==> src/hdl/acbc_pkg.sv <==
// ----------------------------------------------------------------------------
// acbc_pkg
// Shared types, codes, S-box tables and AES round functions.
// ----------------------------------------------------------------------------
`default_nettype none

package acbc_pkg;

  localparam int ROUNDS    = 10;
  localparam int RK_IDX_W  = $clog2(ROUNDS + 1);
  localparam int CFG_IDX_W = 3;
  localparam int PADDR_W   = 6;
  localparam int PDATA_W   = 64;

  typedef enum logic [1:0] {
    MODE_ENC    = 2'd0,
    MODE_DEC    = 2'd1,
    MODE_SINGLE = 2'd2,
    MODE_SPARE  = 2'd3
  } acbc_mode_t;

  localparam logic [CFG_IDX_W-1:0] REG_KEY_HIGH = 3'd0;
  localparam logic [CFG_IDX_W-1:0] REG_KEY_LOW  = 3'd1;
  localparam logic [CFG_IDX_W-1:0] REG_IV_HIGH  = 3'd2;
  localparam logic [CFG_IDX_W-1:0] REG_IV_LOW   = 3'd3;
  localparam logic [CFG_IDX_W-1:0] REG_MODE     = 3'd4;

  typedef enum logic [2:0] {
    S_IDLE,
    S_KEY_START,
    S_KEY,
    S_ADDKEY,
    S_ROUND,
    S_DONE,
    S_PAD
  } acbc_state_t;

  typedef struct packed {
    logic                load;
    logic                key_start;
    logic                key_step;
    logic                add_key;
    logic                round;
    logic                out_load;
    logic                pad_load;
    logic [RK_IDX_W-1:0] idx;
  } acbc_cmd_t;

  typedef struct packed {
    logic out_stall;
    logic need_pad;
  } acbc_stat_t;

  localparam logic [7:0] SBOX [256] = '{
    8'h63,8'h7c,8'h77,8'h7b,8'hf2,8'h6b,8'h6f,8'hc5,8'h30,8'h01,8'h67,8'h2b,8'hfe,8'hd7,8'hab,8'h76,
    8'hca,8'h82,8'hc9,8'h7d,8'hfa,8'h59,8'h47,8'hf0,8'had,8'hd4,8'ha2,8'haf,8'h9c,8'ha4,8'h72,8'hc0,
    8'hb7,8'hfd,8'h93,8'h26,8'h36,8'h3f,8'hf7,8'hcc,8'h34,8'ha5,8'he5,8'hf1,8'h71,8'hd8,8'h31,8'h15,
    8'h04,8'hc7,8'h23,8'hc3,8'h18,8'h96,8'h05,8'h9a,8'h07,8'h12,8'h80,8'he2,8'heb,8'h27,8'hb2,8'h75,
    8'h09,8'h83,8'h2c,8'h1a,8'h1b,8'h6e,8'h5a,8'ha0,8'h52,8'h3b,8'hd6,8'hb3,8'h29,8'he3,8'h2f,8'h84,
    8'h53,8'hd1,8'h00,8'hed,8'h20,8'hfc,8'hb1,8'h5b,8'h6a,8'hcb,8'hbe,8'h39,8'h4a,8'h4c,8'h58,8'hcf,
    8'hd0,8'hef,8'haa,8'hfb,8'h43,8'h4d,8'h33,8'h85,8'h45,8'hf9,8'h02,8'h7f,8'h50,8'h3c,8'h9f,8'ha8,
    8'h51,8'ha3,8'h40,8'h8f,8'h92,8'h9d,8'h38,8'hf5,8'hbc,8'hb6,8'hda,8'h21,8'h10,8'hff,8'hf3,8'hd2,
    8'hcd,8'h0c,8'h13,8'hec,8'h5f,8'h97,8'h44,8'h17,8'hc4,8'ha7,8'h7e,8'h3d,8'h64,8'h5d,8'h19,8'h73,
    8'h60,8'h81,8'h4f,8'hdc,8'h22,8'h2a,8'h90,8'h88,8'h46,8'hee,8'hb8,8'h14,8'hde,8'h5e,8'h0b,8'hdb,
    8'he0,8'h32,8'h3a,8'h0a,8'h49,8'h06,8'h24,8'h5c,8'hc2,8'hd3,8'hac,8'h62,8'h91,8'h95,8'he4,8'h79,
    8'he7,8'hc8,8'h37,8'h6d,8'h8d,8'hd5,8'h4e,8'ha9,8'h6c,8'h56,8'hf4,8'hea,8'h65,8'h7a,8'hae,8'h08,
    8'hba,8'h78,8'h25,8'h2e,8'h1c,8'ha6,8'hb4,8'hc6,8'he8,8'hdd,8'h74,8'h1f,8'h4b,8'hbd,8'h8b,8'h8a,
    8'h70,8'h3e,8'hb5,8'h66,8'h48,8'h03,8'hf6,8'h0e,8'h61,8'h35,8'h57,8'hb9,8'h86,8'hc1,8'h1d,8'h9e,
    8'he1,8'hf8,8'h98,8'h11,8'h69,8'hd9,8'h8e,8'h94,8'h9b,8'h1e,8'h87,8'he9,8'hce,8'h55,8'h28,8'hdf,
    8'h8c,8'ha1,8'h89,8'h0d,8'hbf,8'he6,8'h42,8'h68,8'h41,8'h99,8'h2d,8'h0f,8'hb0,8'h54,8'hbb,8'h16
  };

  localparam logic [7:0] SBOX_REV [256] = '{
    8'h52,8'h09,8'h6a,8'hd5,8'h30,8'h36,8'ha5,8'h38,8'hbf,8'h40,8'ha3,8'h9e,8'h81,8'hf3,8'hd7,8'hfb,
    8'h7c,8'he3,8'h39,8'h82,8'h9b,8'h2f,8'hff,8'h87,8'h34,8'h8e,8'h43,8'h44,8'hc4,8'hde,8'he9,8'hcb,
    8'h54,8'h7b,8'h94,8'h32,8'ha6,8'hc2,8'h23,8'h3d,8'hee,8'h4c,8'h95,8'h0b,8'h42,8'hfa,8'hc3,8'h4e,
    8'h08,8'h2e,8'ha1,8'h66,8'h28,8'hd9,8'h24,8'hb2,8'h76,8'h5b,8'ha2,8'h49,8'h6d,8'h8b,8'hd1,8'h25,
    8'h72,8'hf8,8'hf6,8'h64,8'h86,8'h68,8'h98,8'h16,8'hd4,8'ha4,8'h5c,8'hcc,8'h5d,8'h65,8'hb6,8'h92,
    8'h6c,8'h70,8'h48,8'h50,8'hfd,8'hed,8'hb9,8'hda,8'h5e,8'h15,8'h46,8'h57,8'ha7,8'h8d,8'h9d,8'h84,
    8'h90,8'hd8,8'hab,8'h00,8'h8c,8'hbc,8'hd3,8'h0a,8'hf7,8'he4,8'h58,8'h05,8'hb8,8'hb3,8'h45,8'h06,
    8'hd0,8'h2c,8'h1e,8'h8f,8'hca,8'h3f,8'h0f,8'h02,8'hc1,8'haf,8'hbd,8'h03,8'h01,8'h13,8'h8a,8'h6b,
    8'h3a,8'h91,8'h11,8'h41,8'h4f,8'h67,8'hdc,8'hea,8'h97,8'hf2,8'hcf,8'hce,8'hf0,8'hb4,8'he6,8'h73,
    8'h96,8'hac,8'h74,8'h22,8'he7,8'had,8'h35,8'h85,8'he2,8'hf9,8'h37,8'he8,8'h1c,8'h75,8'hdf,8'h6e,
    8'h47,8'hf1,8'h1a,8'h71,8'h1d,8'h29,8'hc5,8'h89,8'h6f,8'hb7,8'h62,8'h0e,8'haa,8'h18,8'hbe,8'h1b,
    8'hfc,8'h56,8'h3e,8'h4b,8'hc6,8'hd2,8'h79,8'h20,8'h9a,8'hdb,8'hc0,8'hfe,8'h78,8'hcd,8'h5a,8'hf4,
    8'h1f,8'hdd,8'ha8,8'h33,8'h88,8'h07,8'hc7,8'h31,8'hb1,8'h12,8'h10,8'h59,8'h27,8'h80,8'hec,8'h5f,
    8'h60,8'h51,8'h7f,8'ha9,8'h19,8'hb5,8'h4a,8'h0d,8'h2d,8'he5,8'h7a,8'h9f,8'h93,8'hc9,8'h9c,8'hef,
    8'ha0,8'he0,8'h3b,8'h4d,8'hae,8'h2a,8'hf5,8'hb0,8'hc8,8'heb,8'hbb,8'h3c,8'h83,8'h53,8'h99,8'h61,
    8'h17,8'h2b,8'h04,8'h7e,8'hba,8'h77,8'hd6,8'h26,8'he1,8'h69,8'h14,8'h63,8'h55,8'h21,8'h0c,8'h7d
  };

  localparam logic [7:0] RCON [ROUNDS+1] = '{
    8'h00,8'h01,8'h02,8'h04,8'h08,8'h10,8'h20,8'h40,8'h80,8'h1b,8'h36
  };

  localparam logic [7:0] PAD_FULL = 8'h10;

  function automatic logic [7:0] get_byte(input logic [127:0] s, input int i);
    get_byte = s[127-8*i -: 8];
  endfunction

  function automatic logic [7:0] xtime(input logic [7:0] x);
    xtime = {x[6:0], 1'b0} ^ (x[7] ? 8'h1b : 8'h00);
  endfunction

  function automatic logic [127:0] shift_sub(input logic [127:0] s);
    logic [127:0] t;
    t = '0;
    for (int r = 0; r < 4; r++) begin
      for (int c = 0; c < 4; c++) begin
        t[127-8*(r+4*c) -: 8] = SBOX[get_byte(s, r + 4*((c + r) % 4))];
      end
    end
    shift_sub = t;
  endfunction

  function automatic logic [127:0] inv_shift_sub(input logic [127:0] s);
    logic [127:0] t;
    t = '0;
    for (int r = 0; r < 4; r++) begin
      for (int c = 0; c < 4; c++) begin
        t[127-8*(r+4*((c + r) % 4)) -: 8] = SBOX_REV[get_byte(s, r + 4*c)];
      end
    end
    inv_shift_sub = t;
  endfunction

  function automatic logic [127:0] mix(input logic [127:0] s);
    logic [127:0] t;
    logic [7:0]   a0, a1, a2, a3;
    t = '0;
    for (int c = 0; c < 4; c++) begin
      for (int r = 0; r < 4; r++) begin
        a0 = get_byte(s, 4*c + r);
        a1 = get_byte(s, 4*c + (r + 1) % 4);
        a2 = get_byte(s, 4*c + (r + 2) % 4);
        a3 = get_byte(s, 4*c + (r + 3) % 4);
        t[127-8*(4*c+r) -: 8] = xtime(a0) ^ xtime(a1) ^ a1 ^ a2 ^ a3;
      end
    end
    mix = t;
  endfunction

  function automatic logic [127:0] inv_mix(input logic [127:0] s);
    logic [127:0] t;
    logic [7:0]   a [4];
    logic [7:0]   x2 [4];
    logic [7:0]   x4 [4];
    logic [7:0]   x8 [4];
    t = '0;
    for (int c = 0; c < 4; c++) begin
      for (int k = 0; k < 4; k++) begin
        a[k]  = get_byte(s, 4*c + k);
        x2[k] = xtime(a[k]);
        x4[k] = xtime(x2[k]);
        x8[k] = xtime(x4[k]);
      end
      for (int r = 0; r < 4; r++) begin
        t[127-8*(4*c+r) -: 8] =
          (x8[r] ^ x4[r] ^ x2[r]) ^
          (x8[(r+1)%4] ^ x2[(r+1)%4] ^ a[(r+1)%4]) ^
          (x8[(r+2)%4] ^ x4[(r+2)%4] ^ a[(r+2)%4]) ^
          (x8[(r+3)%4] ^ a[(r+3)%4]);
      end
    end
    inv_mix = t;
  endfunction

  function automatic logic [127:0] key_next(input logic [127:0] k, input logic [7:0] rc);
    logic [31:0] w0, w1, w2, w3, t, n0, n1, n2, n3;
    w0 = k[127:96];
    w1 = k[95:64];
    w2 = k[63:32];
    w3 = k[31:0];
    t  = {SBOX[w3[23:16]] ^ rc, SBOX[w3[15:8]], SBOX[w3[7:0]], SBOX[w3[31:24]]};
    n0 = w0 ^ t;
    n1 = w1 ^ n0;
    n2 = w2 ^ n1;
    n3 = w3 ^ n2;
    key_next = {n0, n1, n2, n3};
  endfunction

endpackage

`default_nettype wire

==> src/hdl/acbc_ctrl.sv <==
// ----------------------------------------------------------------------------
// acbc_ctrl
// Sequencer: key expansion, initial key add, ten rounds, result handoff, pad block.
// ----------------------------------------------------------------------------
`default_nettype none

module acbc_ctrl
  import acbc_pkg::*;
(
  input  wire logic       clk,
  input  wire logic       rst,
  input  wire logic       in_valid,
  output logic            in_ready,
  input  wire logic       key_write,
  input  wire acbc_stat_t stat,
  output acbc_cmd_t       cmd,
  output logic            keys_ready
);

  acbc_state_t         state, state_next;
  logic [RK_IDX_W-1:0] cnt, cnt_next;
  logic                keys_ready_next;

  localparam logic [RK_IDX_W-1:0] LAST_IDX = RK_IDX_W'(ROUNDS);

  always_ff @(posedge clk) begin
    if (rst) begin
      state      <= S_IDLE;
      cnt        <= '0;
      keys_ready <= 1'b0;
    end else begin
      state      <= state_next;
      cnt        <= cnt_next;
      keys_ready <= keys_ready_next;
    end
  end

  always_comb begin
    state_next      = state;
    cnt_next        = cnt;
    keys_ready_next = keys_ready;
    in_ready        = 1'b0;
    cmd             = '0;
    cmd.idx         = cnt;
    case (state)
      S_IDLE: begin
        in_ready = 1'b1;
        if (in_valid) begin
          cmd.load   = 1'b1;
          state_next = keys_ready ? S_ADDKEY : S_KEY_START;
        end
      end
      S_KEY_START: begin
        cmd.key_start = 1'b1;
        cnt_next      = RK_IDX_W'(1);
        state_next    = S_KEY;
      end
      S_KEY: begin
        cmd.key_step = 1'b1;
        if (cnt == LAST_IDX) begin
          keys_ready_next = 1'b1;
          state_next      = S_ADDKEY;
        end else begin
          cnt_next = cnt + RK_IDX_W'(1);
        end
      end
      S_ADDKEY: begin
        cmd.add_key = 1'b1;
        cnt_next    = RK_IDX_W'(1);
        state_next  = S_ROUND;
      end
      S_ROUND: begin
        cmd.round = 1'b1;
        if (cnt == LAST_IDX) begin
          state_next = S_DONE;
        end else begin
          cnt_next = cnt + RK_IDX_W'(1);
        end
      end
      S_DONE: begin
        if (!stat.out_stall) begin
          cmd.out_load = 1'b1;
          state_next   = stat.need_pad ? S_PAD : S_IDLE;
        end
      end
      S_PAD: begin
        cmd.pad_load = 1'b1;
        state_next   = S_ADDKEY;
      end
      default: begin
        state_next = S_IDLE;
      end
    endcase
    // a key change invalidates the schedule; the user writes keys only while idle, not enforced here
    if (key_write) begin
      keys_ready_next = 1'b0;
    end
  end

endmodule

`default_nettype wire

==> config.mk <==
export PLATFORM = sky130hd
export DESIGN_NAME = acbc_ctrl
export DESIGN_NICKNAME = d
export VERILOG_FILES = /design/src/hdl/acbc_pkg.sv /design/src/hdl/acbc_ctrl.sv
export SDC_FILE = /design/constraint.sdc
export NUM_CORES = 1
export LEC_CHECK = 0
export ABC_AREA = 1
export BUFFER_PORTS_ARGS = -buffer_cell sky130_fd_sc_hd__buf_2
export CAP_MARGIN = 20
export CORE_AREA = 5 5 42 44
export DETAILED_ROUTE_END_ITERATION = 10
export DIE_AREA = 0 0 47 49
export PLACE_DENSITY = 0.65
export SLEW_MARGIN = 20
export SYNTH_ARGS = -nofsm -noshare
export SYNTH_HDL_FRONTEND = slang
export SYNTH_SLANG_ARGS = --single-unit
==> constraint.sdc <==
create_clock -name clk -period 1.5 [get_ports clk]
set_input_delay 0.3 -clock clk [delete_from_list [all_inputs] [get_ports clk]]
set_output_delay 0.3 -clock clk [all_outputs]
set_load 0.02 [all_outputs]
# [Word-level counts from Yosys, hierarchy flattened]
# Cells that the tools add are included.
[totals] regBits=8 out_inout_bits=13
[op_classes] reduce_logical=8 addsub=1 n_mux=19 eq_ne=12
[ops] operator="$pmux W3 S7" count=1
[ops] operator="$mux W3" count=5
[ops] operator="$mux W1" count=10
[ops] operator="$ne A2 B2 Y1 const B" count=5
[ops] operator="$eq A3 B3 Y1 const B" count=3
[ops] operator="$pmux W4 S2" count=1
[ops] operator="$eq A3 B2 Y1 const B" count=2
[ops] operator="$reduce_or A2 Y1" count=3
[ops] operator="$add A4 B1 Y4 const B" count=1
[ops] operator="$eq A4 B4 Y1 const B" count=1
[ops] operator="$mux W4" count=1
[ops] operator="$reduce_and A2 Y1" count=2
[ops] operator="$reduce_and A4 Y1" count=1
[ops] operator="$eq A3 B1 Y1 const B" count=1
[ops] operator="$logic_not A3 Y1" count=1
[ops] operator="$mux W2" count=1
[ops] operator="$reduce_bool A2 Y1" count=1

# [Depth between registers and ports, before layout]
[logic_depth] depth_word=4 mapped_depth=10 mapped_depth_nobuf=10

# [Worst setup path before layout]
# OpenSTA, ideal clock, no wires.
[synth_path] kind="register to output" start="register state[2]" end="output port cmd[5] in the netlist's numbering" slack_ps=33 t_required_ps=1200 stages_incl_launch_ff=3 arrival_time_ps=1167 path_cell_list="dfxtp_1 -> inv_2 -> nor4_1"
[synth_lines] element="start, declared" line_no="acbc_ctrl.sv:20" text="acbc_state_t state, state_next;"
[synth_lines] element="start signal, assigned" line_no="acbc_ctrl.sv:32" text="state <= state_next;"
[synth_lines] element="end, declared" line_no="acbc_ctrl.sv:16" text="output acbc_cmd_t cmd,"

==> summary.md <==
- **number of H-tree branching levels** 1
- **Syn Nets** 87
- **count of yosys warnings during synthesis** 0
- **Max Root-Sink Buffers** 2
- **area used by sequential logic in the layout** 166.4 um2
- **Async SR Flop Fraction** 0%
- **fillers** 156
- **worst min-delay path class** primary input to register
- **total wirelength of the detailed-routed design** 1272 um
- **post-synthesis instance total** 79
- **worst setup path startpoint** state[0]
- **number of antenna-violating nets in the routed design** 0
- **layout cells sized above 1** 36.63%
- **CTS Root Buffer Type** clkbuf_4
- **reg2reg end** cnt[2]
- **share of the clock period used by the worst path after layout** 94.90%
- **Worst Path Max Fanout** 5
- **pin count of the biggest net entering global routing** 8
- **die area** 2303 um2
- **Resized cells post-CTS** 2
- **FF-to-FF path depth** 10
- **Critical Path Start Type** register
- **initial cell density of the core** 36.79%
- **number of flops mapped to enable cells by yosys** 0
- **outcome** finished, final reports clean
- **CTS Hold Bufs** 0
- **classification of the worst setup path** register to output port
- **DRC violation total after the first TritonRoute iteration** 10
- **worst path setup slack after routing** 0.07654 ns
- **worst skew pair latency** 0.26 ns
- **Reg2Reg Launch Point** cnt[0]
- **# port buffers** 18
- **number of logic stages on the critical path including buffering** 4
- **Slowest cell on crit path** dfxtp_2
- **data required time at the worst endpoint** 1.20 ns
- **WHS Path Cells** 2
- **static leakage** 0.3730 nW
- **area growth from synthesis to final layout** 30.83%
- **post-detailed-route wirelength per cell** 10.87 um
- **Die Span X** 47 um
- **global placement routability congestion** 0.8423
- **fraction of the yosys area taken by sequential cells** 31.07%
- **global routing usage summed across all routing layers** 12.42%
- **post-CTS setup buffer count** 0
- **time the final worst path needs with I/O delays and setup** 1.423 ns
- **actual slew at the worst max-slew pin** 0.2435 ns
- **number of cells in the finished layout apart from fillers** 117
- **total CTS buffers** 3
- **total of endpoints with negative setup slack in the final report** 0
- **critical path's largest stage delay** 0.36 ns
- **number of hold violations in the final report** 0
- **number of vias per cell after detailed routing** 4.846
- **cell class contributing the biggest share of worst-path delay** flip-flops
- **top library cells by usage in the layout, fill and taps aside** 17 x buf_2, 14 x nor2_1, 11 x inv_1, 11 x nand2_1, 7 x nand3_1
- **Slew Limit Fails** 0
- **highest ir drop seen on vdd** 839.3 uV
- **number of I/O pins** 19
- **Multi-input gate area** 310.3 um2
- **dominant register cell in the synthesized netlist** dfxtp_1
- **utilization after layout** 48.13%
- **Core ar.** 1401 um2
- **Max Cap Viol** 0
- **post-synthesis instance area** 515.5 um2
- **die height** 49 um
- **CP bufs+invs** 1
- **count of standard-cell rows** 14
- **post-detail-place hpwl** 1015 um
- **Cell Pwr Density** 2058 nW/um2
- **most common cell after layout, fill and taps aside** buf_2
- **Worst EP arrival** 1.12 ns
- **achievable clock frequency** 0.7025 GHz
- **cells along the critical path** nor2_4 -> nand2_1 -> nor2_1 -> buf_2
- **slew margin rel.** 83.74%
- **maximum clock skew at final layout** 0.005449 ns
- **worst-case setup slack after placement** 0.1413 ns
- **FF+latch count, synth** 8
- **Worst Setup EP** cmd[10]
- **routed vias** 567
- **nature of the critical path endpoint** output port
- **clock tree from TritonCTS** yes
- **cell count after placement** 114
- **Initial DRT Pass Iterations** 4
- **Residual DRC** 0
- **global-route wire length before repair** 2097 um
- **sink count of the clock tree** 8
- **flop2flop setup slack** 0.13 ns
- **number of antenna violations at the first check in global routing** 0
- **NumNets Final** 111
- **ANT cells** 0
- **Netlist cell types** 20
- **number of global-route vias before repair** 511
- **Reg clk slew, reported paths** 0.05 ns
- **total negative setup slack** 0 ns
- **syn avg cell area** 6.525 um2
- **leftover overflow at the end of global routing** 0
worst reg2reg max path, stage by stage (launching register included):
cell     delay (ns)
dfxtp_1        0.41
inv_1          0.08
ha_1           0.19
nand2_1        0.08
nor2_2         0.05
inv_1          0.10
nand2_4        0.08
nand2_2        0.10
nand3_1        0.08
nand2_1        0.07
nor2_1         0.04
cell type report:
type / count / area share [%]
clock buffer: 3 / 3.340
multi-input combinational: 57 / 46.01
timing repair buffer: 19 / 14.84
tap: 16 / 2.968
sequential: 8 / 24.68
inverter: 14 / 8.163
synth_stat cells (2+ instances only):
master	number	area [um2]
ha_1	2	25.02
nand2_1	11	41.29
inv_1	12	45.04
nand3_1	7	35.03
a21oi_1	4	20.02
inv_2	2	7.510
o21ai_0	2	10.01
dfxtp_1	8	160.2
nor2_1	15	56.30
nand2_2	4	25.02
nand4_1	3	18.77
flip-flops by register name, summed over array words and instances (netlist names):
register    cells
keys_ready      1
state           3
cnt             4
cells by family (layout without fill, tap and decap cells):
kind of cell,count (synthesis),after routing,synth area share (%)
AO/OA/AOI/OAI,9,9,9.952
adder cells (fa/ha/maj),2,2,4.854
buffers and inverters,14,36,10.19
flip-flops,8,8,31.07
AND/OR/NAND/NOR,46,46,43.93
report_power, final:
group          internal (mW)  total, mW  switching [mW]
clock                 0.0918      0.168          0.0766
combinational          0.286      0.822           0.535
sequential             0.290      0.397           0.107
routing by layer:
metal	vias up	share of wire (%)	GRT usage (%)
li1	300	-	-
met1	249	48	17.04
met2	14	43	16.97
met3	4	6.5	2.214
met4	0	2.8	8.295
met5	-	0	0
worst min-delay path by stage:
stage,start,end,slack (ns)
after global routing,key_write,keys_ready,0.22
after detailed placement,key_write,keys_ready,0.47
after global placement,key_write,keys_ready,0.46
after CTS,key_write,keys_ready,0.20
after floorplan,rst,cnt[1],0.36
final,key_write,keys_ready,0.21
stage by stage:
step / instance area (um2) / total power [mW] / hold slack, ns
final: 674.4 / 1.388 / 0.2053
after global routing: 674.4 / 1.515 / 0.2237
after CTS: 658.1 / 1.358 / 0.2010
after detailed placement: 633.1 / 1.183 / 0.4702
after global placement: 633.1 / 1.171 / 0.4648
after floorplan: 515.5 / 0.9627 / 0.3624
Note: power is estimated with default switching activity, not from simulation.
